## src/rtl/core/pdrl_pkg.sv

```systemverilog
`timescale 1ns / 1ps
`default_nettype none
package pdrl_pkg;

	// ledger geometry
	localparam int DEVICES      = 4;
	localparam int HOLDER_SLOTS = 16;
	localparam int NUM_CAP      = 4;

	// field widths
	localparam int MB_W      = 20;
	localparam int HOLDER_W  = 8;
	localparam int DEV_W     = 2;
	localparam int CNT_W     = 5;
	localparam int CFG_AW    = 4;
	localparam int SLOT_W    = (HOLDER_SLOTS > 1) ? $clog2(HOLDER_SLOTS) : 1;
	localparam int DEV_IDX_W = (DEVICES > 1) ? $clog2(DEVICES) : 1;

	typedef enum logic [1:0] {
		OP_RESERVE = 2'd0,
		OP_RELEASE = 2'd1,
		OP_CLEAR   = 2'd2,
		OP_QUERY   = 2'd3
	} op_t;

	typedef enum logic [2:0] {
		STS_OK      = 3'd0,
		STS_EMPTY   = 3'd1,
		STS_OVER    = 3'd2,
		STS_FULL    = 3'd3,
		STS_UNKNOWN = 3'd4
	} status_t;

	typedef logic [NUM_CAP-1:0][MB_W-1:0] cap_arr_t;

	// search record that travels down the cell chain
	typedef struct packed {
		logic                 vld;
		logic [DEV_IDX_W-1:0] dev;
		logic [HOLDER_W-1:0]  who;
		logic                 hit;
		logic [SLOT_W-1:0]    hit_idx;
		logic [MB_W-1:0]      hit_amt;
		logic                 free_ok;
		logic [SLOT_W-1:0]    free_idx;
		logic [CNT_W-1:0]     cnt;
	} srch_t;

	// slot update broadcast to every cell
	typedef struct packed {
		logic                 en;
		logic                 clr_all;
		logic [DEV_IDX_W-1:0] dev;
		logic [SLOT_W-1:0]    idx;
		logic                 valid;
		logic [HOLDER_W-1:0]  holder;
		logic [MB_W-1:0]      amount;
	} slot_wr_t;

endpackage
`default_nettype wire

```

## src/rtl/core/pdrl_cell.sv

```systemverilog
`timescale 1ns / 1ps
`default_nettype none
module pdrl_cell (
	input  wire logic                         clk,
	input  wire logic                         arst_n,
	input  wire logic [pdrl_pkg::SLOT_W-1:0]  cell_idx,
	input  wire pdrl_pkg::srch_t              rec_i,
	output pdrl_pkg::srch_t                   rec_o,
	input  wire pdrl_pkg::slot_wr_t           wr
);

	logic [pdrl_pkg::DEVICES-1:0]                         valid_q;
	logic [pdrl_pkg::DEVICES-1:0][pdrl_pkg::HOLDER_W-1:0] holder_q;
	logic [pdrl_pkg::DEVICES-1:0][pdrl_pkg::MB_W-1:0]     amount_q;
	pdrl_pkg::srch_t                                      rec_q;
	pdrl_pkg::srch_t                                      nxt;
	logic [pdrl_pkg::DEV_IDX_W-1:0]                       d;

	assign d = rec_i.dev;

	// fold this slot into the passing search record
	always_comb begin
		nxt = rec_i;
		if (valid_q[d]) begin
			nxt.cnt = rec_i.cnt + pdrl_pkg::CNT_W'(1);
			if (holder_q[d] == rec_i.who && !rec_i.hit) begin
				nxt.hit     = 1'b1;
				nxt.hit_idx = cell_idx;
				nxt.hit_amt = amount_q[d];
			end
		end else if (!rec_i.free_ok) begin
			nxt.free_ok  = 1'b1;
			nxt.free_idx = cell_idx;
		end
	end

	// hand the record to the next cell
	always_ff @(posedge clk or negedge arst_n) begin
		if (!arst_n) begin
			rec_q <= '0;
		end else begin
			rec_q <= nxt;
		end
	end

	assign rec_o = rec_q;

	// slot valid bits
	always_ff @(posedge clk or negedge arst_n) begin
		if (!arst_n) begin
			valid_q <= '0;
		end else if (wr.clr_all) begin
			valid_q <= '0;
		end else if (wr.en && wr.idx == cell_idx) begin
			valid_q[wr.dev] <= wr.valid;
		end
	end

	// slot payload
	always_ff @(posedge clk) begin
		if (!wr.clr_all && wr.en && wr.valid && wr.idx == cell_idx) begin
			holder_q[wr.dev] <= wr.holder;
			amount_q[wr.dev] <= wr.amount;
		end
	end

endmodule
`default_nettype wire

```

## src/rtl/core/pdrl_ctrl.sv

```systemverilog
`timescale 1ns / 1ps
`default_nettype none
module pdrl_ctrl (
	input  wire logic                          clk,
	input  wire logic                          arst_n,
	input  wire logic                          in_valid,
	output logic                               in_ready,
	input  wire logic [1:0]                    opcode,
	input  wire logic [pdrl_pkg::DEV_W-1:0]    device,
	input  wire logic                          holder_present,
	input  wire logic [pdrl_pkg::HOLDER_W-1:0] holder_id,
	input  wire logic [pdrl_pkg::MB_W-1:0]     amount_mb,
	output logic                               out_valid,
	input  wire logic                          out_ready,
	output logic                               granted,
	output logic [2:0]                         status,
	output logic [pdrl_pkg::MB_W-1:0]          reserved_mb,
	output logic [pdrl_pkg::MB_W-1:0]          free_mb,
	output logic [pdrl_pkg::MB_W-1:0]          capacity_mb,
	output logic [pdrl_pkg::CNT_W-1:0]         holder_count,
	input  wire pdrl_pkg::cap_arr_t            caps,
	output pdrl_pkg::srch_t                    launch,
	input  wire pdrl_pkg::srch_t               exit_rec,
	output pdrl_pkg::slot_wr_t                 wr
);

	typedef enum logic [4:0] {
		ST_IDLE   = 5'b00001,
		ST_SEARCH = 5'b00010,
		ST_CALC   = 5'b00100,
		ST_DECIDE = 5'b01000,
		ST_RESP   = 5'b10000
	} state_t;

	state_t                                        state_q;
	pdrl_pkg::op_t                                 op_q;
	logic [pdrl_pkg::DEV_W-1:0]                    dev_q;
	logic                                          pres_q;
	logic [pdrl_pkg::HOLDER_W-1:0]                 who_q;
	logic [pdrl_pkg::MB_W-1:0]                     amt_q;
	logic                                          launch_q;
	logic                                          hit_q;
	logic [pdrl_pkg::SLOT_W-1:0]                   hit_idx_q;
	logic [pdrl_pkg::MB_W-1:0]                     hit_amt_q;
	logic                                          free_ok_q;
	logic [pdrl_pkg::SLOT_W-1:0]                   free_idx_q;
	logic [pdrl_pkg::CNT_W-1:0]                    cnt_q;
	logic [pdrl_pkg::MB_W-1:0]                     base_q;
	logic [pdrl_pkg::MB_W-1:0]                     reltot_q;
	logic [pdrl_pkg::DEVICES-1:0][pdrl_pkg::MB_W-1:0] total_q;
	logic                                          rgrant_q;
	pdrl_pkg::status_t                             rstat_q;
	logic [pdrl_pkg::CNT_W-1:0]                    rcnt_q;
	logic                                          out_valid_q;
	logic                                          granted_q;
	pdrl_pkg::status_t                             status_q;
	logic [pdrl_pkg::MB_W-1:0]                     reserved_q;
	logic [pdrl_pkg::MB_W-1:0]                     free_q;
	logic [pdrl_pkg::MB_W-1:0]                     capacity_q;
	logic [pdrl_pkg::CNT_W-1:0]                    count_q;

	logic                                          dev_ok;
	logic [pdrl_pkg::DEV_IDX_W-1:0]                dev_idx;
	logic [pdrl_pkg::MB_W-1:0]                     cap_sel;
	logic [pdrl_pkg::MB_W-1:0]                     total_sel;
	logic [pdrl_pkg::MB_W-1:0]                     rel_amt;
	logic [pdrl_pkg::MB_W:0]                       sum_w;
	logic                                          tot_we;
	logic                                          tot_clr;
	logic [pdrl_pkg::MB_W-1:0]                     tot_nxt;
	logic                                          d_grant;
	pdrl_pkg::status_t                             d_stat;
	logic [pdrl_pkg::CNT_W-1:0]                    d_cnt;
	logic                                          out_free;

	assign dev_ok    = int'(dev_q) < pdrl_pkg::DEVICES;
	assign dev_idx   = dev_q[pdrl_pkg::DEV_IDX_W-1:0];
	assign cap_sel   = dev_ok ? caps[dev_q] : '0;
	assign total_sel = total_q[dev_idx];
	assign rel_amt   = (hit_amt_q < amt_q) ? hit_amt_q : amt_q;
	assign sum_w     = {1'b0, base_q} + {1'b0, amt_q};
	assign out_free  = !out_valid_q || out_ready;
	assign in_ready  = (state_q == ST_IDLE);

	// search record sent into the first cell
	always_comb begin
		launch          = '0;
		launch.vld      = launch_q;
		launch.dev      = dev_idx;
		launch.who      = who_q;
	end

	// admission decision and ledger update
	always_comb begin
		wr      = '0;
		wr.dev  = dev_idx;
		tot_we  = 1'b0;
		tot_clr = 1'b0;
		tot_nxt = total_sel;
		d_grant = 1'b1;
		d_stat  = pdrl_pkg::STS_OK;
		d_cnt   = cnt_q;
		if (state_q == ST_DECIDE) begin
			if (op_q == pdrl_pkg::OP_CLEAR) begin
				wr.clr_all = 1'b1;
				tot_clr    = 1'b1;
				d_cnt      = '0;
			end else if (dev_ok) begin
				case (op_q)
					pdrl_pkg::OP_RESERVE: begin
						if (!pres_q) begin
							d_grant = 1'b0;
							d_stat  = pdrl_pkg::STS_EMPTY;
						end else if (amt_q != '0 && cap_sel != '0) begin
							if (sum_w > {1'b0, cap_sel}) begin
								d_grant = 1'b0;
								d_stat  = pdrl_pkg::STS_OVER;
							end else if (!hit_q && !free_ok_q) begin
								d_grant = 1'b0;
								d_stat  = pdrl_pkg::STS_FULL;
							end else begin
								wr.en     = 1'b1;
								wr.idx    = hit_q ? hit_idx_q : free_idx_q;
								wr.valid  = 1'b1;
								wr.holder = who_q;
								wr.amount = amt_q;
								tot_we    = 1'b1;
								tot_nxt   = sum_w[pdrl_pkg::MB_W-1:0];
								if (!hit_q) begin
									d_cnt = cnt_q + pdrl_pkg::CNT_W'(1);
								end
							end
						end
					end
					pdrl_pkg::OP_RELEASE: begin
						if (!pres_q) begin
							d_grant = 1'b0;
							d_stat  = pdrl_pkg::STS_EMPTY;
						end else if (!hit_q) begin
							d_grant = 1'b0;
							d_stat  = pdrl_pkg::STS_UNKNOWN;
						end else begin
							wr.en   = 1'b1;
							wr.idx  = hit_idx_q;
							tot_we  = 1'b1;
							tot_nxt = reltot_q;
							d_cnt   = cnt_q - pdrl_pkg::CNT_W'(1);
						end
					end
					default: begin
					end
				endcase
			end
		end
	end

	// sequencer
	always_ff @(posedge clk or negedge arst_n) begin
		if (!arst_n) begin
			state_q  <= ST_IDLE;
			launch_q <= 1'b0;
		end else begin
			launch_q <= 1'b0;
			case (state_q)
				ST_IDLE: begin
					if (in_valid) begin
						state_q  <= ST_SEARCH;
						launch_q <= 1'b1;
					end
				end
				ST_SEARCH: begin
					if (exit_rec.vld) begin
						state_q <= ST_CALC;
					end
				end
				ST_CALC:   state_q <= ST_DECIDE;
				ST_DECIDE: state_q <= ST_RESP;
				ST_RESP: begin
					if (out_free) begin
						state_q <= ST_IDLE;
					end
				end
				default:   state_q <= ST_IDLE;
			endcase
		end
	end

	// request capture and search results
	always_ff @(posedge clk) begin
		if (in_valid && in_ready) begin
			op_q   <= pdrl_pkg::op_t'(opcode);
			dev_q  <= device;
			pres_q <= holder_present;
			who_q  <= holder_id;
			amt_q  <= amount_mb;
		end
		if (state_q == ST_SEARCH && exit_rec.vld) begin
			hit_q      <= exit_rec.hit;
			hit_idx_q  <= exit_rec.hit_idx;
			hit_amt_q  <= exit_rec.hit_amt;
			free_ok_q  <= exit_rec.free_ok;
			free_idx_q <= exit_rec.free_idx;
			cnt_q      <= exit_rec.cnt;
		end
		// base without the holder's old amount, and the post-release total
		if (state_q == ST_CALC) begin
			if (hit_q) begin
				base_q <= (total_sel >= hit_amt_q) ? total_sel - hit_amt_q : '0;
			end else begin
				base_q <= total_sel;
			end
			reltot_q <= (total_sel > rel_amt) ? total_sel - rel_amt : '0;
		end
		if (state_q == ST_DECIDE) begin
			rgrant_q <= d_grant;
			rstat_q  <= d_stat;
			rcnt_q   <= d_cnt;
		end
	end

	// per-device reserved totals
	always_ff @(posedge clk or negedge arst_n) begin
		if (!arst_n) begin
			total_q <= '0;
		end else if (tot_clr) begin
			total_q <= '0;
		end else if (tot_we) begin
			total_q[dev_idx] <= tot_nxt;
		end
	end

	// output register
	always_ff @(posedge clk or negedge arst_n) begin
		if (!arst_n) begin
			out_valid_q <= 1'b0;
		end else if (state_q == ST_RESP && out_free) begin
			out_valid_q <= 1'b1;
		end else if (out_ready) begin
			out_valid_q <= 1'b0;
		end
	end

	always_ff @(posedge clk) begin
		if (state_q == ST_RESP && out_free) begin
			granted_q  <= rgrant_q;
			status_q   <= rstat_q;
			capacity_q <= cap_sel;
			if (dev_ok) begin
				reserved_q <= total_sel;
				free_q     <= (cap_sel != '0 && cap_sel > total_sel) ?
				              cap_sel - total_sel : '0;
				count_q    <= rcnt_q;
			end else begin
				reserved_q <= '0;
				free_q     <= '0;
				count_q    <= '0;
			end
		end
	end

	assign out_valid    = out_valid_q;
	assign granted      = granted_q;
	assign status       = status_q;
	assign reserved_mb  = reserved_q;
	assign free_mb      = free_q;
	assign capacity_mb  = capacity_q;
	assign holder_count = count_q;

	// search results come back only while waiting for them
	a_exit_in_search: assert property (@(posedge clk) disable iff (!arst_n)
		exit_rec.vld |-> state_q == ST_SEARCH)
		else $error("search record left the chain outside the search phase");

	// slots change only at the decision step
	a_write_in_decide: assert property (@(posedge clk) disable iff (!arst_n)
		(wr.en || wr.clr_all) |-> state_q == ST_DECIDE)
		else $error("slot update outside the decision step");

	// a refused transaction never reports ok
	a_refusal_status: assert property (@(posedge clk) disable iff (!arst_n)
		(out_valid && !granted) |-> status != pdrl_pkg::STS_OK)
		else $error("refused transaction with ok status");

	// holder count bounded by the slot table
	a_count_bound: assert property (@(posedge clk) disable iff (!arst_n)
		out_valid |-> int'(holder_count) <= pdrl_pkg::HOLDER_SLOTS)
		else $error("holder count above slot table size");

endmodule
`default_nettype wire

```

## src/rtl/core/per_device_reservation_ledger_core.sv

```systemverilog
`timescale 1ns / 1ps
`default_nettype none
// Per-device reservation ledger.
// Input channel (in_valid/in_ready) takes one request transaction: opcode,
// device, holder_present, holder_id, amount_mb. Output channel
// (out_valid/out_ready) returns exactly one result transaction per request:
// granted, status and the addressed device's reserved, free and capacity
// values with its holder count.
// Capacities are written through the APB-style port, register i at byte
// address 4*i; pready is always high and reads return the capacity.
// Each request runs one search pass down a chain of HOLDER_SLOTS cells, one
// cell per cycle, followed by a calculate, a decide and a respond step.
// Only one request is in flight at a time: a new request is taken only
// once the previous one has left its respond step.
// Reset clears every holder slot, all reserved totals and the capacities;
// no clearing pass is needed. A stalled receiver holds the result in the
// output register; the next request may already be taken and waits at its
// respond step until the register frees.
module per_device_reservation_ledger_core (
	input  wire logic                          clk,
	input  wire logic                          arst_n,
	input  wire logic                          psel,
	input  wire logic                          penable,
	input  wire logic                          pwrite,
	input  wire logic [pdrl_pkg::CFG_AW-1:0]   paddr,
	input  wire logic [31:0]                   pwdata,
	output logic [31:0]                        prdata,
	output logic                               pready,
	input  wire logic                          in_valid,
	output logic                               in_ready,
	input  wire logic [1:0]                    opcode,
	input  wire logic [pdrl_pkg::DEV_W-1:0]    device,
	input  wire logic                          holder_present,
	input  wire logic [pdrl_pkg::HOLDER_W-1:0] holder_id,
	input  wire logic [pdrl_pkg::MB_W-1:0]     amount_mb,
	output logic                               out_valid,
	input  wire logic                          out_ready,
	output logic                               granted,
	output logic [2:0]                         status,
	output logic [pdrl_pkg::MB_W-1:0]          reserved_mb,
	output logic [pdrl_pkg::MB_W-1:0]          free_mb,
	output logic [pdrl_pkg::MB_W-1:0]          capacity_mb,
	output logic [pdrl_pkg::CNT_W-1:0]         holder_count
);

	pdrl_pkg::cap_arr_t  cap_q;
	pdrl_pkg::srch_t     chain [pdrl_pkg::HOLDER_SLOTS+1];
	pdrl_pkg::slot_wr_t  wr;
	logic [1:0]          reg_idx;

	assign reg_idx = paddr[3:2];
	assign pready  = 1'b1;
	assign prdata  = {{(32-pdrl_pkg::MB_W){1'b0}}, cap_q[reg_idx]};

	// capacity registers
	always_ff @(posedge clk or negedge arst_n) begin
		if (!arst_n) begin
			cap_q <= '0;
		end else if (psel && penable && pwrite && pready) begin
			cap_q[reg_idx] <= pwdata[pdrl_pkg::MB_W-1:0];
		end
	end

	pdrl_ctrl u_ctrl (
		.clk            (clk),
		.arst_n         (arst_n),
		.in_valid       (in_valid),
		.in_ready       (in_ready),
		.opcode         (opcode),
		.device         (device),
		.holder_present (holder_present),
		.holder_id      (holder_id),
		.amount_mb      (amount_mb),
		.out_valid      (out_valid),
		.out_ready      (out_ready),
		.granted        (granted),
		.status         (status),
		.reserved_mb    (reserved_mb),
		.free_mb        (free_mb),
		.capacity_mb    (capacity_mb),
		.holder_count   (holder_count),
		.caps           (cap_q),
		.launch         (chain[0]),
		.exit_rec       (chain[pdrl_pkg::HOLDER_SLOTS]),
		.wr             (wr)
	);

	// one cell per holder slot, search record moves one cell a cycle
	for (genvar i = 0; i < pdrl_pkg::HOLDER_SLOTS; i++) begin : g_cell
		pdrl_cell u_cell (
			.clk      (clk),
			.arst_n   (arst_n),
			.cell_idx (pdrl_pkg::SLOT_W'(i)),
			.rec_i    (chain[i]),
			.rec_o    (chain[i+1]),
			.wr       (wr)
		);
	end

endmodule
`default_nettype wire
```

## config.mk

```make
export PLATFORM = sky130hd
export DESIGN_NAME = per_device_reservation_ledger_core
export DESIGN_NICKNAME = d
export VERILOG_FILES = /design/src/rtl/core/pdrl_pkg.sv /design/src/rtl/core/pdrl_cell.sv /design/src/rtl/core/pdrl_ctrl.sv /design/src/rtl/core/per_device_reservation_ledger_core.sv
export SDC_FILE = /design/constraint.sdc
export NUM_CORES = 2
export LEC_CHECK = 0
export BUFFER_PORTS_ARGS = -buffer_cell sky130_fd_sc_hd__buf_2
export CORE_AREA = 2 2 511 361
export CTS_CLUSTER_DIAMETER = 40
export DETAILED_ROUTE_END_ITERATION = 10
export DIE_AREA = 0 0 513 363
export PLACE_DENSITY_LB_ADDON = 0.3
export SYNTH_ARGS = -nofsm -noshare
export SYNTH_HDL_FRONTEND = slang
export SYNTH_SLANG_ARGS = --single-unit
```

## constraint.sdc

```tcl
create_clock -name clk -period 18.8 [get_ports clk]
set_input_delay 4.7 -clock clk [delete_from_list [all_inputs] [get_ports clk]]
set_output_delay 4.7 -clock clk [all_outputs]
set_load 0.05 [all_outputs]
```

Word-level counts from Yosys, hierarchy flattened. Cells that the tools add are included.

Equal/unequal tests: 41. Reductions and logical operators: 102. Bitwise gates (word level): 0. Order comparisons: 24. Multiplexer cells: 334. Multiply operators: 0. Add/sub/neg operators: 21. Div/mod/pow operators: 0. Shift-type cells: 0.

Operators by type and width (number): $bwmux 80 (18); $mux 25 (32); $bmux 20 s2 (19); $mux 20 (32); $bwmux 32 (16); $bmux 8 s2 (16); $mux 4 (50); $mux 5 (40); $mux 33 (6); $mux 80 (2); $mux 8 (17); $eq 8x8->1 (16); $demux 20 s2 (2); $add 5x1->5 const B (15); $bwmux 4 (16); $sub 20x20->20 (3); $logic_and 1x1->1 (59); $lt 2x3->1 const B (17); $gt 20x20->1 (2); $pmux 20 s2 (1); $reduce_bool 20->1 (2); $reduce_bool 2->1 (18); $mux 1 (34); $bmux 1 s2 (16); 35 further kinds (73).

Word-level logic and storage cells: 841. Register bits: 2931. Memories: 0. Memory bits (read-only): 0. Bits in latches: 0. Input port bits: 76. Bits in writable memories: 0.

Longest topological paths before layout.
Depth in word-level cells: 13. Gate-level depth with buffers: 25.

By module. A second synthesis with hierarchy kept.

Cell total of the unflattened synthesis: 6526. Area, all modules: 119151.8 sq um.

By module, submodules not included: pdrl_cell at g_cell[10].u_cell ... (sequential area each 4614.4 sq um, area an instance 6160.9 sq um, instances 15, cells an instance 295); pdrl_ctrl (sequential area each 7763.7 sq um, area an instance 16958.8 sq um, instances 1, cells an instance 1597); pdrl_cell at g_cell[0].u_cell (sequential area each 4614.4 sq um, area an instance 6139.6 sq um, instances 1, cells an instance 290); per_device_reservation_ledger_core (sequential area each 2001.9 sq um, area an instance 3639.7 sq um, instances 1, cells an instance 214).

Worst setup path before layout. Ideal clock, no wire load.

Path type: input to output. From: input port paddr[2] (netlist name). To: output port prdata[0]. Slack: 7.947 ns. Arrival time: 6.153 ns. Cell stages on the path: 3. Data required time: 14.100 ns. Path through: clkbuf_1 -> clkbuf_1 -> mux4_2.

Cells in the longest elaborated chain, start to end: 2.

Ends and longest elaborated chain: from (decl) (RTL line per_device_reservation_ledger_core.sv:25) `input wire logic [pdrl_pkg::CFG_AW-1:0] paddr,`; $bmux 20 s2 (RTL line per_device_reservation_ledger_core.sv:53) `assign prdata = {{(32-pdrl_pkg::MB_W){1'b0}}, cap_q[reg_idx]};`; $mux 20 (implied by the code) (RTL line per_device_reservation_ledger_core.sv:53); to (decl) (RTL line per_device_reservation_ledger_core.sv:27) `output logic [31:0] prdata,`.

No other way between the ends. The select of a mux whose other input is x is not followed.

Worst setup path after layout.
From: input port paddr[2] (netlist name). To: output port prdata[12].

Same word-level chain as after synthesis.

==> results.sh <==
export IMPL_outcome="finished, final reports clean"
export IMPL_gp_congestion=0.936
export IMPL_grt_ovfl_total=0
export IMPL_netlist_area_sq_um=112000
export IMPL_wl_um=269000
export IMPL_post_dp_hpwl_um=156000
export IMPL_crit_start="paddr[2]"
export IMPL_design_area_sq_um=126000
export IMPL_hold_violations=0
export IMPL_viasPerCell=6.50
export IMPL_vias=58300
export IMPL_worst_pin_slew_ns=1.16
export IMPL_row_count=131
export IMPL_ant_nets=0
export IMPL_ys_flop_type="edfxtp_1"
export IMPL_finish_net_count=6573
export IMPL_ctsResizeCount=0
export IMPL_cellPowerDensity_nw_per_um2=111
export IMPL_grt_pass1_wl_um=398000
export IMPL_grt_setup_unrepaired="false"
export IMPL_cp_max_fo=24
export IMPL_io_buffers=152
export IMPL_synth_top_area_share_pct=53.0
export IMPL_maxCapViolCount=0
export IMPL_cts_buffers=289
export IMPL_worst_ir_drop_vdd_v=0.000106
export IMPL_drv_slew=0
export IMPL_drt_iter0_drc=7602
export IMPL_endpoint_kind="output port"
export IMPL_synthTopCellsByArea="edfxtp_1 (53%), dfrtp_1 (20%), mux4_2 (10%)"
export IMPL_die_x_um=513
export IMPL_critPathMaxStageDelay_ns=0.65
export IMPL_post_dp_cell_area_sq_um=117000
export IMPL_critPathCapture="prdata[12]"
export IMPL_core_area_sq_um=181000
export IMPL_layout_drive_gt1_share_pct=28.8
export IMPL_required_ns=14.10
export IMPL_post_route_min_period_ns=10.94
export IMPL_async_reset_ff_share_pct=31.7
export IMPL_clockRootBuffer="clkbuf_16"
export IMPL_ios=180
export IMPL_wire_per_inst_um=30.0
export IMPL_drt_pass1_iter_count=8
export IMPL_synth_largest_area_cell="edfxtp_1"
export IMPL_cts_setup_buffers=0
export IMPL_max_freq_ghz=0.0914
export IMPL_final_cell_mix="edfxtp_1 (1978), dfrtp_1 (901), mux4_2 (520)"
export IMPL_critPathKind="input pin to output port"
export IMPL_p_total_mw=14.0
export IMPL_cts_clk_slew_worst_paths_ns=0.06
export IMPL_r2r_end="g_cell[1].u_cell.amount_q[40]"
export IMPL_multi_input_area_sq_um=28600
export IMPL_syn_to_final_growth_pct=12.3
export IMPL_place_inst=8460
export IMPL_timing_rr_start="u_ctrl.amt_q[0]"
export IMPL_cpMostUsedCell="buf_2"
export IMPL_rr_worst_depth=22
export IMPL_seq_area_frac_synth_pct=73.5
export IMPL_startpoint_type="input pin"
export IMPL_dieArea_sq_um=186000
export IMPL_grt_pass1_vias=59000
export IMPL_post_route_util_pct=69.4
export IMPL_cts_tree="yes"
export IMPL_syn_area_per_cell_sq_um=18.6
export IMPL_p_leak_nw=51.5
export IMPL_clock_path_buffers=4
export IMPL_die_height_um=363
export IMPL_synth_cell_types=78
export IMPL_synthCells=6007
export IMPL_synth_seq_cells=2895
export IMPL_layout_commonest_cell="edfxtp_1"
export IMPL_min_path_type="flop to flop"
export IMPL_grt_usage_pct=29.4
export IMPL_post_route_period_util_pct=58.2
export IMPL_yosysWarnings=0
export IMPL_ff_latch_area_sq_um=82400
export IMPL_fin_cells=8972
export IMPL_path_cells="buf_2, mux4_2, buf_2"
export IMPL_drc=0
export IMPL_setup_viol=0
export IMPL_start_util_pct=61.8
export IMPL_slew_limit_headroom_pct=22.7
export IMPL_cp_arrival_ns=6.24
export IMPL_clk_latency_ns=0.93
export IMPL_cp_slowest_cell="buf_2"
export IMPL_tns_ns=0
export IMPL_fin_skew_ns=0.0610
export IMPL_cts_htree_levels=5
export IMPL_grt_max_degree=156
export IMPL_synth_edf_count=1978
export IMPL_r2r_slack_ns=10.42
export IMPL_fillers=10900
export IMPL_clock_sinks=2895
export IMPL_antenna_found_initial=22
export IMPL_holdBufCountCts=0
report_power, final:
part | total [mW] | internal, mW | leakage (nW) | switching (mW)
clock network | 5.64 | 3.26 | 4.53 | 2.39
logic | 1.29 | 0.491 | 12.2 | 0.795
registers | 7.05 | 6.92 | 34.7 | 0.134
synth_stat cells (29+ instances only):
cell type,instances
nor3_1,36
nor2_1,230
xor2_1,109
nand4_1,63
nand2b_1,38
xnor2_1,136
o22ai_1,39
and3_1,44
ha_1,136
dfrtp_1,916
nand2_1,128
o21ai_0,170
a21o_1,34
a21oi_1,89
mux4_2,520
nor4_1,43
nand3_1,125
mux2_2,397
inv_1,121
clkbuf_1,224
nor2b_1,55
o211ai_1,58
buf_1,29
or2_2,69
edfxtp_1,1978
routing by layer:
metal  vias to the layer above  GRT usage [%]  part of all wire (%)  routed length [um]
met4                         2           8.73                   3.0                8190
met2                      3143           43.4                    45              122000
met1                     30600           44.5                    41              109000
met3                       505           7.13                    11               29600
li1                      24000              -                     -                   -
met5                         -              0                0.0048                  13
through the flow:
step	hold WS (ns)	worst slack (ns)
floorplan	0.331	7.95
global placement	0.339	7.84
detailed placement	0.337	7.84
CTS	0.340	7.82
global route	0.356	7.75
finish	0.348	7.86
how the worst min path moves through the flow:
stage	end	depth (start not counted)	slack, ns	start
3_5_place_dp	g_cell[4].u_cell.rec_o[45]	0	0.34	g_cell[3].u_cell.rec_o[45]
2_1_floorplan	g_cell[0].u_cell.rec_o[45]	0	0.33	u_ctrl.launch_q
5_1_grt	g_cell[0].u_cell.rec_o[45]	0	0.36	u_ctrl.launch_q
6_report	g_cell[11].u_cell.rec_o[45]	0	0.35	g_cell[10].u_cell.rec_o[45]
4_1_cts	g_cell[0].u_cell.rec_o[45]	0	0.34	u_ctrl.launch_q
3_3_place_gp	g_cell[9].u_cell.rec_o[45]	0	0.34	g_cell[8].u_cell.rec_o[45]
critical path: cells and delay by family:
family,cells,cell delay (ns)
buffers and inverters,2,0.89
multiplexers,1,0.64
flip-flops by register name (all words and copies together), names as in the netlist, 3 cells and up:
signal,cells
cap_q,80
g_cell.u_cell.amount_q,1280
g_cell.u_cell.holder_q,512
g_cell.u_cell.rec_o,686
g_cell.u_cell.valid_q,64
u_ctrl.amt_q,20
u_ctrl.base_q,20
u_ctrl.capacity_mb,20
u_ctrl.cnt_q,5
u_ctrl.free_idx_q,4
u_ctrl.free_mb,20
u_ctrl.hit_amt_q,20
u_ctrl.hit_idx_q,4
u_ctrl.holder_count,5
u_ctrl.rcnt_q,5
u_ctrl.reltot_q,20
u_ctrl.reserved_mb,20
u_ctrl.rstat_q,3
u_ctrl.state_q,5
u_ctrl.status,3
u_ctrl.total_q,80
u_ctrl.who_q,8
area by class of cell:
type                       instances  area share, %
multi-input combinational       2725           22.7
clock inverter                   117          0.868
sequential                      2895           65.5
timing repair buffer             324           1.69
inverter                         122          0.364
antenna                            3        0.00597
tap                             2394           2.38
clock buffer                     392           6.47
kinds of logic after synthesis:
group | Yosys count | share of synthesized area [%]
AOI/OAI and AO/OA | 514 | 2.90
xor gates and xnor gates | 245 | 1.92
adders and majority gates | 140 | 1.59
buffers and inverters | 398 | 1.41
DFF | 2895 | 73.5
muxes | 929 | 14.6
other | 2 | 0.00671
and+or+nand+nor | 884 | 4.02
No activity file was read; power rests on OpenSTA's default activity.
